`src/design/tncp_pkg.sv`:
```
// ----------------------------------------------------------------------------
// tncp_pkg
// Shared types and constants for the telnet command parser: telnet codes,
// parser states, register indexes and the action passed from front to back.
// ----------------------------------------------------------------------------
package tncp_pkg;

  typedef logic [7:0] byte_t;

  localparam byte_t TN_SE   = 8'd240;
  localparam byte_t TN_SB   = 8'd250;
  localparam byte_t TN_WILL = 8'd251;
  localparam byte_t TN_WONT = 8'd252;
  localparam byte_t TN_DO   = 8'd253;
  localparam byte_t TN_DONT = 8'd254;
  localparam byte_t TN_IAC  = 8'd255;

  localparam byte_t RST_LOCAL_EN = 8'd3;
  localparam byte_t RST_REMOTE_A = 8'd1;
  localparam byte_t RST_REMOTE_B = 8'd3;

  typedef enum logic [1:0] {
    CFG_LOCAL_EN = 2'd0,
    CFG_REMOTE_A = 2'd1,
    CFG_REMOTE_B = 2'd2
  } cfg_idx_t;

  typedef enum logic [2:0] {
    PS_DATA   = 3'd0,
    PS_IAC    = 3'd1,
    PS_WILL   = 3'd2,
    PS_WONT   = 3'd3,
    PS_DO     = 3'd4,
    PS_DONT   = 3'd5,
    PS_SB     = 3'd6,
    PS_SB_IAC = 3'd7
  } parse_state_t;

  typedef enum logic [1:0] {
    STEP_IAC  = 2'd0,
    STEP_VERB = 2'd1,
    STEP_OPT  = 2'd2
  } reply_step_t;

  typedef struct packed {
    logic  is_reply;
    byte_t verb;
    byte_t value;
  } action_t;

endpackage

```
`src/design/tncp_front.sv`:
```
// ----------------------------------------------------------------------------
// tncp_front
// Accepts received bytes, runs the telnet parser and pushes one action for
// each byte that yields output: a data byte or a negotiation reply.
// ----------------------------------------------------------------------------
module tncp_front (
  input  logic              clk,
  input  logic              rst_n,
  input  logic              in_valid,
  output logic              in_ready,
  input  tncp_pkg::byte_t   in_rx_byte,
  input  logic              cfg_valid,
  output logic              cfg_ready,
  input  logic [1:0]        cfg_index,
  input  tncp_pkg::byte_t   cfg_data,
  output logic              push_valid,
  output tncp_pkg::action_t push_action,
  input  logic              q_full
);
  import tncp_pkg::*;

  parse_state_t state_r, state_nxt;
  byte_t        local_en_r, remote_a_r, remote_b_r;
  logic         in_fire;
  logic         emit;

  assign in_ready  = !q_full;
  assign in_fire   = in_valid && in_ready;
  assign cfg_ready = 1'b1;

  always_ff @(posedge clk) begin
    if (!rst_n) begin
      local_en_r <= RST_LOCAL_EN;
      remote_a_r <= RST_REMOTE_A;
      remote_b_r <= RST_REMOTE_B;
    end else if (cfg_valid && cfg_ready) begin
      unique case (cfg_index)
        CFG_LOCAL_EN: local_en_r <= cfg_data;
        CFG_REMOTE_A: remote_a_r <= cfg_data;
        CFG_REMOTE_B: remote_b_r <= cfg_data;
        default: ;
      endcase
    end
  end

  always_ff @(posedge clk) begin
    if (!rst_n) begin
      state_r <= PS_DATA;
    end else if (in_fire) begin
      state_r <= state_nxt;
    end
  end

  always_comb begin
    state_nxt            = state_r;
    emit                 = 1'b0;
    push_action.is_reply = 1'b1;
    push_action.verb     = TN_DONT;
    push_action.value    = in_rx_byte;
    unique case (state_r)
      PS_DATA: begin
        if (in_rx_byte == TN_IAC) begin
          state_nxt = PS_IAC;
        end else begin
          emit                 = 1'b1;
          push_action.is_reply = 1'b0;
        end
      end
      PS_IAC: begin
        state_nxt = PS_DATA;
        unique case (in_rx_byte)
          TN_IAC: begin
            emit                 = 1'b1;
            push_action.is_reply = 1'b0;
          end
          TN_WILL: state_nxt = PS_WILL;
          TN_WONT: state_nxt = PS_WONT;
          TN_DO:   state_nxt = PS_DO;
          TN_DONT: state_nxt = PS_DONT;
          TN_SB:   state_nxt = PS_SB;
          default: state_nxt = PS_DATA;
        endcase
      end
      PS_WILL: begin
        emit      = 1'b1;
        state_nxt = PS_DATA;
        if (in_rx_byte == remote_a_r || in_rx_byte == remote_b_r) begin
          push_action.verb = TN_DO;
        end
      end
      PS_WONT: begin
        emit      = 1'b1;
        state_nxt = PS_DATA;
      end
      PS_DO: begin
        emit             = 1'b1;
        state_nxt        = PS_DATA;
        push_action.verb = (in_rx_byte == local_en_r) ? TN_WILL : TN_WONT;
      end
      PS_DONT: begin
        emit             = 1'b1;
        state_nxt        = PS_DATA;
        push_action.verb = TN_WONT;
      end
      PS_SB: begin
        if (in_rx_byte == TN_IAC) begin
          state_nxt = PS_SB_IAC;
        end
      end
      PS_SB_IAC: begin
        state_nxt = (in_rx_byte == TN_SE) ? PS_DATA : PS_SB;
      end
      default: state_nxt = PS_DATA;
    endcase
  end

  assign push_valid = in_fire && emit;

  a_opt_reply: assert property (@(posedge clk) disable iff (!rst_n)
    in_fire && (state_r == PS_WILL || state_r == PS_WONT || state_r == PS_DO ||
                state_r == PS_DONT) |=> state_r == PS_DATA)
    else $error("parser did not return to data after option byte");

endmodule

```
`src/design/tncp_queue.sv`:
```
// ----------------------------------------------------------------------------
// tncp_queue
// Short action queue between parser and reply sequencer.
// ----------------------------------------------------------------------------
module tncp_queue #(
  parameter int DEPTH = 4
) (
  input  logic              clk,
  input  logic              rst_n,
  input  logic              push_valid,
  input  tncp_pkg::action_t push_action,
  output logic              full,
  output logic              pop_valid,
  input  logic              pop_ready,
  output tncp_pkg::action_t pop_action
);
  import tncp_pkg::*;

  localparam int PTR_W = (DEPTH > 1) ? $clog2(DEPTH) : 1;
  localparam int CNT_W = $clog2(DEPTH + 1);
  localparam logic [PTR_W-1:0] LAST_PTR = PTR_W'(DEPTH - 1);
  localparam logic [CNT_W-1:0] FULL_CNT = CNT_W'(DEPTH);

  action_t           mem [DEPTH];
  logic [PTR_W-1:0]  wr_ptr_r, wr_ptr_nxt;
  logic [PTR_W-1:0]  rd_ptr_r, rd_ptr_nxt;
  logic [CNT_W-1:0]  count_r, count_nxt;
  logic              do_push, do_pop;

  assign full       = (count_r == FULL_CNT);
  assign pop_valid  = (count_r != '0);
  assign pop_action = mem[rd_ptr_r];
  assign do_push    = push_valid && !full;
  assign do_pop     = pop_valid && pop_ready;

  always_comb begin
    wr_ptr_nxt = wr_ptr_r;
    rd_ptr_nxt = rd_ptr_r;
    count_nxt  = count_r;
    if (do_push) begin
      wr_ptr_nxt = (wr_ptr_r == LAST_PTR) ? '0 : wr_ptr_r + 1'b1;
    end
    if (do_pop) begin
      rd_ptr_nxt = (rd_ptr_r == LAST_PTR) ? '0 : rd_ptr_r + 1'b1;
    end
    if (do_push && !do_pop) begin
      count_nxt = count_r + 1'b1;
    end else if (do_pop && !do_push) begin
      count_nxt = count_r - 1'b1;
    end
  end

  always_ff @(posedge clk) begin
    if (!rst_n) begin
      wr_ptr_r <= '0;
      rd_ptr_r <= '0;
      count_r  <= '0;
    end else begin
      wr_ptr_r <= wr_ptr_nxt;
      rd_ptr_r <= rd_ptr_nxt;
      count_r  <= count_nxt;
    end
  end

  always_ff @(posedge clk) begin
    if (do_push) begin
      mem[wr_ptr_r] <= push_action;
    end
  end

  a_no_overflow: assert property (@(posedge clk) disable iff (!rst_n)
    full |-> !push_valid)
    else $error("action pushed into full queue");

  a_count_range: assert property (@(posedge clk) disable iff (!rst_n)
    count_r <= FULL_CNT)
    else $error("queue count out of range");

endmodule

```
`src/design/tncp_back.sv`:
```
// ----------------------------------------------------------------------------
// tncp_back
// Pops actions and drives the result register: one byte for data, three
// bytes (IAC, verb, option) for a negotiation reply.
// ----------------------------------------------------------------------------
module tncp_back (
  input  logic              clk,
  input  logic              rst_n,
  input  logic              pop_valid,
  output logic              pop_ready,
  input  tncp_pkg::action_t pop_action,
  output logic              out_valid,
  input  logic              out_ready,
  output logic              out_channel,
  output tncp_pkg::byte_t   out_byte,
  output logic              out_last
);
  import tncp_pkg::*;

  action_t     act_r, act_nxt;
  reply_step_t step_r, step_nxt;
  logic        valid_r, valid_nxt;
  logic        out_fire;

  assign out_fire    = valid_r && out_ready;
  assign out_valid   = valid_r;
  assign out_channel = act_r.is_reply;
  assign out_last    = !act_r.is_reply || (step_r == STEP_OPT);
  assign pop_ready   = !valid_r || (out_fire && out_last);

  always_comb begin
    if (!act_r.is_reply) begin
      out_byte = act_r.value;
    end else begin
      unique case (step_r)
        STEP_IAC:  out_byte = TN_IAC;
        STEP_VERB: out_byte = act_r.verb;
        STEP_OPT:  out_byte = act_r.value;
        default:   out_byte = act_r.value;
      endcase
    end
  end

  always_comb begin
    act_nxt   = act_r;
    step_nxt  = step_r;
    valid_nxt = valid_r;
    if (pop_ready) begin
      valid_nxt = pop_valid;
      act_nxt   = pop_action;
      step_nxt  = STEP_IAC;
    end else if (out_fire) begin
      step_nxt = (step_r == STEP_IAC) ? STEP_VERB : STEP_OPT;
    end
  end

  always_ff @(posedge clk) begin
    if (!rst_n) begin
      valid_r <= 1'b0;
      step_r  <= STEP_IAC;
    end else begin
      valid_r <= valid_nxt;
      step_r  <= step_nxt;
    end
  end

  always_ff @(posedge clk) begin
    act_r <= act_nxt;
  end

  a_reply_cont: assert property (@(posedge clk) disable iff (!rst_n)
    out_fire && !out_last |=> valid_r && act_r.is_reply && step_r != STEP_IAC)
    else $error("reply cut short");

endmodule

```
`src/design/telnet_command_parser_unit.sv`:
```
// ----------------------------------------------------------------------------
// telnet_command_parser_unit
// Telnet receive parser: passes data bytes, unescapes doubled IAC, drops
// commands and subnegotiations, answers option verbs with 3-byte replies.
//
//   channel  dir  handshake            payload
//   in_      in   in_valid/in_ready    in_rx_byte[7:0]
//   out_     out  out_valid/out_ready  out_channel, out_byte[7:0], out_last
//   cfg_     in   cfg_valid/cfg_ready  cfg_index[1:0], cfg_data[7:0]
//
// A byte is taken every cycle while the action queue has room; a result
// is registered in the action queue, then in the result register. Output
// runs one byte per cycle while out_ready is high, from the result register.
// Reset is synchronous; the parser returns to the data state and registers
// take their defaults. out_ready low fills the queue, then drops in_ready.
// ----------------------------------------------------------------------------
module telnet_command_parser_unit #(
  parameter int QUEUE_DEPTH = 4
) (
  input  logic            clk,
  input  logic            rst_n,
  input  logic            in_valid,
  output logic            in_ready,
  input  tncp_pkg::byte_t in_rx_byte,
  output logic            out_valid,
  input  logic            out_ready,
  output logic            out_channel,
  output tncp_pkg::byte_t out_byte,
  output logic            out_last,
  input  logic            cfg_valid,
  output logic            cfg_ready,
  input  logic [1:0]      cfg_index,
  input  tncp_pkg::byte_t cfg_data
);
  import tncp_pkg::*;

  logic    push_valid, q_full, pop_valid, pop_ready;
  action_t push_action, pop_action;

  tncp_front u_front (
    .clk         (clk),
    .rst_n       (rst_n),
    .in_valid    (in_valid),
    .in_ready    (in_ready),
    .in_rx_byte  (in_rx_byte),
    .cfg_valid   (cfg_valid),
    .cfg_ready   (cfg_ready),
    .cfg_index   (cfg_index),
    .cfg_data    (cfg_data),
    .push_valid  (push_valid),
    .push_action (push_action),
    .q_full      (q_full)
  );

  tncp_queue #(
    .DEPTH (QUEUE_DEPTH)
  ) u_queue (
    .clk         (clk),
    .rst_n       (rst_n),
    .push_valid  (push_valid),
    .push_action (push_action),
    .full        (q_full),
    .pop_valid   (pop_valid),
    .pop_ready   (pop_ready),
    .pop_action  (pop_action)
  );

  tncp_back u_back (
    .clk         (clk),
    .rst_n       (rst_n),
    .pop_valid   (pop_valid),
    .pop_ready   (pop_ready),
    .pop_action  (pop_action),
    .out_valid   (out_valid),
    .out_ready   (out_ready),
    .out_channel (out_channel),
    .out_byte    (out_byte),
    .out_last    (out_last)
  );

endmodule
```
`config.mk`:
```
export PLATFORM = sky130hd
export DESIGN_NAME = telnet_command_parser_unit
export DESIGN_NICKNAME = d
export VERILOG_FILES = /design/src/design/tncp_pkg.sv /design/src/design/tncp_front.sv /design/src/design/tncp_queue.sv /design/src/design/tncp_back.sv /design/src/design/telnet_command_parser_unit.sv
export SDC_FILE = /design/constraint.sdc
export NUM_CORES = 1
export LEC_CHECK = 0
export ABC_AREA = 1
export ABC_CLOCK_PERIOD_IN_PS = 4200
export BUFFER_PORTS_ARGS = -buffer_cell sky130_fd_sc_hd__clkbuf_2
export CORE_MARGIN = 1.5
export CORE_UTILIZATION = 60
export CTS_CLUSTER_DIAMETER = 80
export CTS_CLUSTER_SIZE = 24
export DETAILED_ROUTE_END_ITERATION = 7
export MAX_ROUTING_LAYER = met4
export PLACE_DENSITY = 0.85
export SYNTH_ARGS = -nofsm -noshare
export SYNTH_HDL_FRONTEND = slang
export SYNTH_SLANG_ARGS = --single-unit
```
`constraint.sdc`:
```
create_clock -name clk -period 4.2 [get_ports clk]
set_input_delay 0.21 -clock clk [delete_from_list [all_inputs] [get_ports clk]]
set_output_delay 0.21 -clock clk [all_outputs]
set_load 0.005 [all_outputs]
```
**Yosys cells after proc, flatten, opt, wreduce, memory -nomap -nowiden**

Memory sizes are Yosys's and may differ from the RTL's. A register that Yosys moved wholly into a read port is not among the register bits.
Cells that the tools add are included.
W data, S select, Z words.

- Add/subtract/negate cells: 4
- Equal/unequal tests: 26
- Muxes and demuxes: 21
- Bitwise logic cells: 1
- Reduce and logical (&&, ||, !) cells: 27

Operators by type and width:

| cell | number |
|---|---|
| $eq A8 B8 Y1 const B | 7 |
| $pmux W3 S5 | 2 |
| $eq A8 B8 Y1 | 3 |
| $pmux W8 S3 | 1 |
| $mux W3 | 6 |
| $pmux W8 S2 | 1 |
| $eq A3 B3 Y1 const B | 5 |
| $eq A2 B2 Y1 const B | 4 |
| $logic_and A1 B1 Y1 | 8 |
| $mux W2 | 4 |
| $mux W8 | 1 |
| $eq A3 B2 Y1 const B | 2 |
| $reduce_and A2 Y1 | 3 |
| $logic_not A1 Y1 | 5 |
| $add A2 B1 Y2 const B | 2 |
| $eq A2 B1 Y1 const B | 2 |
| $logic_not A2 Y1 | 2 |
| $mux W1 | 4 |
| $ne A2 B1 Y1 const B | 2 |
| $reduce_or A4 Y1 | 1 |
| $add A3 B1 Y3 const B | 1 |
| $eq A3 B1 Y1 const B | 1 |
| $logic_not A3 Y1 | 1 |
| $logic_or A1 B1 Y1 | 3 |
| other kinds (8) | 8 |

- Register bits after elaboration: 37
- RAM bits: 68
- Input port bits: 23
- Output and inout port bits: 13
- Word-level logic and storage cells: 89
- Memories: 1

Memories:

| memory | words | bits a word | read ports | clocked after Yosys merged registers in | wr ports | line | RTL |
|---|---|---|---|---|---|---|---|
| u_queue.mem | 4 | 17 | 1 | 1 | 1 | tncp_queue.sv:24 | `action_t mem [DEPTH];` |

**Depth between registers and ports, before layout**

- Depth in word-level cells: 9
- Depth in mapped cells: 16
- Mapped depth without buffers: 15

**Hierarchy**

Synthesis repeated with hierarchy kept, for this count alone.

- Cells, all modules: 566
- Area total of the unflattened synthesis: 5667.9 sq um

By module, submodules not included:

| module | instances | cells an instance | area each (sq um) | sequential area each (sq um) |
|---|---|---|---|---|
| tncp_queue | 1 | 235 | 3080.5 | 2222.1 |
| tncp_front | 1 | 267 | 1796.7 | 540.5 |
| tncp_back | 1 | 64 | 790.8 | 570.5 |

**Worst setup path before layout**

Ideal clock, no wire load.

- Path kind: register to register
- Start point: register, netlist name u_back.out_channel
- End point: register u_queue.count_r[1]
- Library setup time: 120 ps
- Arrival time: 2034 ps
- Data required time: 4080 ps
- Setup slack: 2045 ps
- Stages on the path, launching flop included: 10
- Path buffers: 0
- Period minus slack after synthesis: 2155 ps
- Path through: edfxtp_1 -> nand2_1 -> nand2_2 -> o21ai_4 -> nand2_2 -> ha_1 -> inv_1 -> fa_1 -> o21ai_0 -> a21oi_1

- Longest elaborated chain between the ends: 8
- Elaborated cells between the ends (all ways): 10
- Classes of those cells: 1 x mux; 9 x reduce/logical

Ends and longest elaborated chain:

| element | line | RTL |
|---|---|---|
| $logic_not A1 Y1 | tncp_back.sv:28 | `assign out_last = !act_r.is_reply \|\| (step_r == STEP_OPT);` |
| $logic_or A1 B1 Y1 | tncp_back.sv:28 |  |
| $logic_and A1 B1 Y1 | tncp_back.sv:29 | `assign pop_ready = !valid_r \|\| (out_fire && out_last);` |
| $logic_or A1 B1 Y1 | tncp_back.sv:29 |  |
| named net pop_ready | telnet_command_parser_unit.sv:37 | `logic push_valid, q_full, pop_valid, pop_ready;` |
| $logic_and A1 B1 Y1 | tncp_queue.sv:34 | `assign do_pop = pop_valid && pop_ready;` |
| $logic_not A1 Y1 | tncp_queue.sv:46 | `if (do_push && !do_pop) begin` |
| $logic_and A1 B1 Y1 | tncp_queue.sv:46 |  |
| $mux W3 | tncp_queue.sv:46 |  |
| named net u_queue.count_nxt[1] | tncp_queue.sv:27 | `logic [CNT_W-1:0] count_r, count_nxt;` |
| to (signal assigned) | tncp_queue.sv:61 | `count_r <= count_nxt;` |
| to (decl) | tncp_queue.sv:27 |  |

The timed path passes the listed nets, and every way through them passes these cells.
A chain may end at the register's enable or synchronous reset.

**Worst setup path in the final report**

- Start point: register, netlist name u_back.out_channel
- End point: register u_queue.count_r[1]

- Longest elaborated chain between the ends: 8
- Elaborated cells between the ends (all ways): 10
- Classes of those cells: 1 x mux; 9 x reduce/logical

Ends and longest elaborated chain:

| element | line |
|---|---|
| $logic_not A1 Y1 | tncp_back.sv:28 |
| $logic_or A1 B1 Y1 | tncp_back.sv:28 |
| $logic_and A1 B1 Y1 | tncp_back.sv:29 |
| $logic_or A1 B1 Y1 | tncp_back.sv:29 |
| named net pop_ready | telnet_command_parser_unit.sv:37 |
| $logic_and A1 B1 Y1 | tncp_queue.sv:34 |
| $logic_not A1 Y1 | tncp_queue.sv:46 |
| $logic_and A1 B1 Y1 | tncp_queue.sv:46 |
| $mux W3 | tncp_queue.sv:46 |
| named net u_queue.count_nxt[1] | tncp_queue.sv:27 |

The timed path passes the listed nets, and every way through them passes these cells.

==> results by group <==
Pwr
  • Leakage: about 1.9 nW
  • VDD IR max: 0.240 mV
  • Cell Pwr Density: 504 nW/um^2

Timing
  • Clock Skew: between 0.006 and 0.007 ns
  • Final worst slack: roughly 1.8 ns
  • Final hold vios: 0
  • Slew headroom: 0.220
  • Hold WS: a little over 0.08 ns
  • Max Transition Viols Final: 0
  • # setup viols final: 0
  • Max Clock Freq: ~420 MHz
  • Setup TNS: 0 ns
  • Period utilization: 0.566
  • Worst-Margin Slew: between 1 and 1.5 ns
  • Crit path time final: around 2.4 ns
  • RSZ-0062 raised after global routing: no

Setup path
  • Reg2reg end: u_queue.count_r[1]$_SDFFE_PN0P_
  • CP Capture Type: flop
  • Worst Path Required: around 4.5 ns
  • Arrival time worst endpoint: 2.63 ns
  • Critical Path End: u_queue.count_r[1]$_SDFFE_PN0P_
  • R2r worst-path depth: 9
  • Startpoint types: flop
  • Max Fanout on Critical Path: 15
  • Reg2Reg Setup Slack: approximately 1.8 ns
  • Critical path class: flop to flop
  • R2r startpoint: u_back.out_channel$_DFFE_PP_
  • Setup crit start: u_back.out_channel$_DFFE_PP_

Detailed routing
  • First-pass DRT Iterations: 5
  • WL final: 8.61 mm
  • Drt initial violations: 225
  • Wire per inst: approximately 15 um
  • Via Count: about 3.2k
  • DRC Markers: 0
  • ANT nets after route: 0
  • Vias per inst: approximately 5.4

Synth
  • Sequential-to-total area share from yosys stat: 0.583
  • Fraction of registers with async set/reset: 0
  • Synth top area share: 0.413
  • Seq cells post-synth: a little under 100
  • Mapped Cells: around 460
  • Syn_nets: 491
  • Main area contributors after synthesis: edfxtp_1 41%, dfxtp_1 17%, nand2_1 6.2%, nor2_1 5.7%, o21ai_0 5.4%
  • Count of yosys warnings during synthesis: 0
  • Syn_area_per_cell: ~9.5 um^2
  • Largest area contributor in the netlist: edfxtp_1
  • Syn Std Cell Area: ~4400 um^2
  • Ys flop type: edfxtp_1
  • Post-synthesis cell type count: 39
  • Post-synth EDFFs: 60

Placement
  • Port Buffers: 34
  • Dpl cells: between 500 and 600
  • Dpl ws: roughly 1.8 ns
  • Hpwl dp: roughly 6.1 mm
  • Final GP Congestion: 0.844

Final layout
  • Diode count: 0
  • Layout cell share with drive strength beyond 1: 0.151
  • Net count, final: 522
  • Fin cells: between 500 and 600
  • Area delta synth->final: 9.44%
  • # fillers: ~540
  • Post-layout util: 0.691

Clock network
  • CTS max path bufs: 2
  • Post-CTS Hold Buffers: 0
  • CTS buffer count: 9
  • H-Tree Depth: 3
  • CTS tree: yes
  • Clk pin slew, worst setup/hold paths: about 0.1 ns
  • Post-CTS Setup Inserts: 0
  • Gates resized, CTS repair: 0
  • CTS Sinks: 97
  • Clk Latency, worst-skew pair: between 0.3 and 0.4 ns
  • CTS root buffer: clkbuf_8

Floorplanning
  • Die X: between 80 and 90 um
  • Die Y: between 80 and 90 um
  • Initial core utilization: 0.632
  • Row count: 30
  • I/O pins: 36
  • Core Area: ~6900 um^2
  • Die area: 7790 um^2

GRT
  • GRT Total Usage: 0.249
  • Pin count of the biggest net entering global routing: 31
  • Initial antenna violation count: 0
  • Number of global-route vias before repair: between 3k and 4k
  • GRT overflow: 0
  • Global-route wire length before repair: between 10 and 15 mm

Worst hold path
  • Worst hold path class: input port to flop

Run
  • Max_cap viols: 0

Outcome
  • Outcome: finished, final reports clean
[kinds of logic (layout without fill, tap and decap cells)]
| kind of cell | count (synthesis) | count (layout) | share of synthesized area |
|---|---|---|---|
| flops | 97 | 97 | 0.583 |
| other cells | 1 | 1 | 0.000860 |
| fa+ha+maj | 7 | 7 | 0.0218 |
| compound gates | 91 | 91 | 0.114 |
| xor+xnor | 15 | 15 | 0.0301 |
| simple gates | 187 | 187 | 0.194 |
| buf+inv | 63 | 99 | 0.0571 |
[report_power, final]
| part | switching, mW | leakage [nW] | internal [mW] |
|---|---|---|---|
| registers | 0.0711 | 0.855 | 1.19 |
| clock network | 0.333 | 0.0781 | 0.219 |
| logic | 0.392 | 0.945 | 0.208 |
| total | 0.796 | 1.88 | 1.61 |
[critical path: stages (launching register included)]
cell and delay, ns:
edfxtp_1 0.48, nand2_1 0.19, nand2_2 0.10, o21ai_4 0.38
nand2_2 0.16, ha_1 0.23, inv_1 0.10, fa_1 0.41
o21ai_0 0.17, a21oi_1 0.05
[cell type report]
type | count | area, um^2 | share of cell area
clock inverters | 7 | 56.3 | 0.0118
well taps | 96 | 120 | 0.0252
multi-input cells | 301 | 1570 | 0.329
inverters | 48 | 183 | 0.0383
repair buffers | 35 | 178 | 0.0372
clock buffers | 9 | 124 | 0.0259
flip-flops and latches | 97 | 2540 | 0.532
[cells in the final DEF, fill, tap and decap left out, types with 2 or more instances in the layout]
cell type   synthesis  routed
o22ai_1            13      13
nand3_1            18      18
nand4_1             3       3
nand2_1            72      72
a21oi_2             2       2
dfxtp_1            37      37
clkbuf_8            0       9
inv_1              46      46
nor3_1              7       7
o21ai_0            47      47
ha_1                6       6
nor2_4              2       2
clkinvlp_4          0       4
xor2_1              2       2
a21oi_1            25      25
xnor2_1            13      13
clkinv_4            0       2
clkbuf_2            1      34
nor2_2              2       2
nor3_2              2       2
nand2_2             8       8
nor2_1             66      66
edfxtp_1           60      60
[cell usage after synthesis, types with 2 or more instances]
library cell / n
nand3_1: 18
nand4_1: 3
a21oi_2: 2
nor2_2: 2
dfxtp_1: 37
o21ai_0: 47
nor3_2: 2
a21oi_1: 25
clkbuf_1: 9
xor2_1: 2
xnor2_1: 13
nor2_4: 2
inv_1: 46
edfxtp_1: 60
o22ai_1: 13
nor2_1: 66
nand2_2: 8
nor3_1: 7
buf_4: 2
nand2_1: 72
buf_1: 2
ha_1: 6
[worst min-delay path by stage]
stage | startpoint | endpoint | cells past startpoint | slack (ns)
global placement | cfg_data[0] | u_front.remote_a_r[0]$_SDFFE_PN1P_ | 3 | 0.45
global route | cfg_data[0] | u_front.remote_a_r[0]$_SDFFE_PN1P_ | 3 | 0.08
detailed placement | cfg_data[0] | u_front.remote_a_r[0]$_SDFFE_PN1P_ | 3 | 0.45
CTS | cfg_data[0] | u_front.remote_a_r[0]$_SDFFE_PN1P_ | 3 | 0.07
floorplan | in_rx_byte[0] | u_queue.mem[0][0]$_DFFE_PP_ | 0 | 0.31
finish | cfg_data[0] | u_front.remote_a_r[0]$_SDFFE_PN1P_ | 3 | 0.08
[through the flow]
stage	instance area (um^2)	power (mW)
2_1_floorplan	4360	1.67
3_3_place_gp	4590	1.84
3_5_place_dp	4590	1.88
4_1_cts	4770	2.41
5_1_grt	4770	2.55
6_report	4770	2.41
[metal layers]
metal,share of wire,up-vias,track usage,wire length [um]
li1,-,1593,-,-
met1,0.42,1501,0.290,3630
met2,0.51,108,0.432,4420
met3,0.045,18,0.0373,386
met4,0.020,0,0.105,172
met5,0,-,-,0
[sequential cells by signal, summed over array words and instances, names as in the netlist]
register            flops
u_back.out_channel      1
u_queue.mem            48
u_front.local_en_r      8
u_queue.wr_ptr_r        2
u_front.state_r         3
u_back.step_r           2
u_back.act_r           11
u_back.out_valid        1
u_queue.rd_ptr_r        2
u_queue.count_r         3
u_front.remote_b_r      8
u_front.remote_a_r      8
No activity file was read; power rests on OpenSTA's default activity.
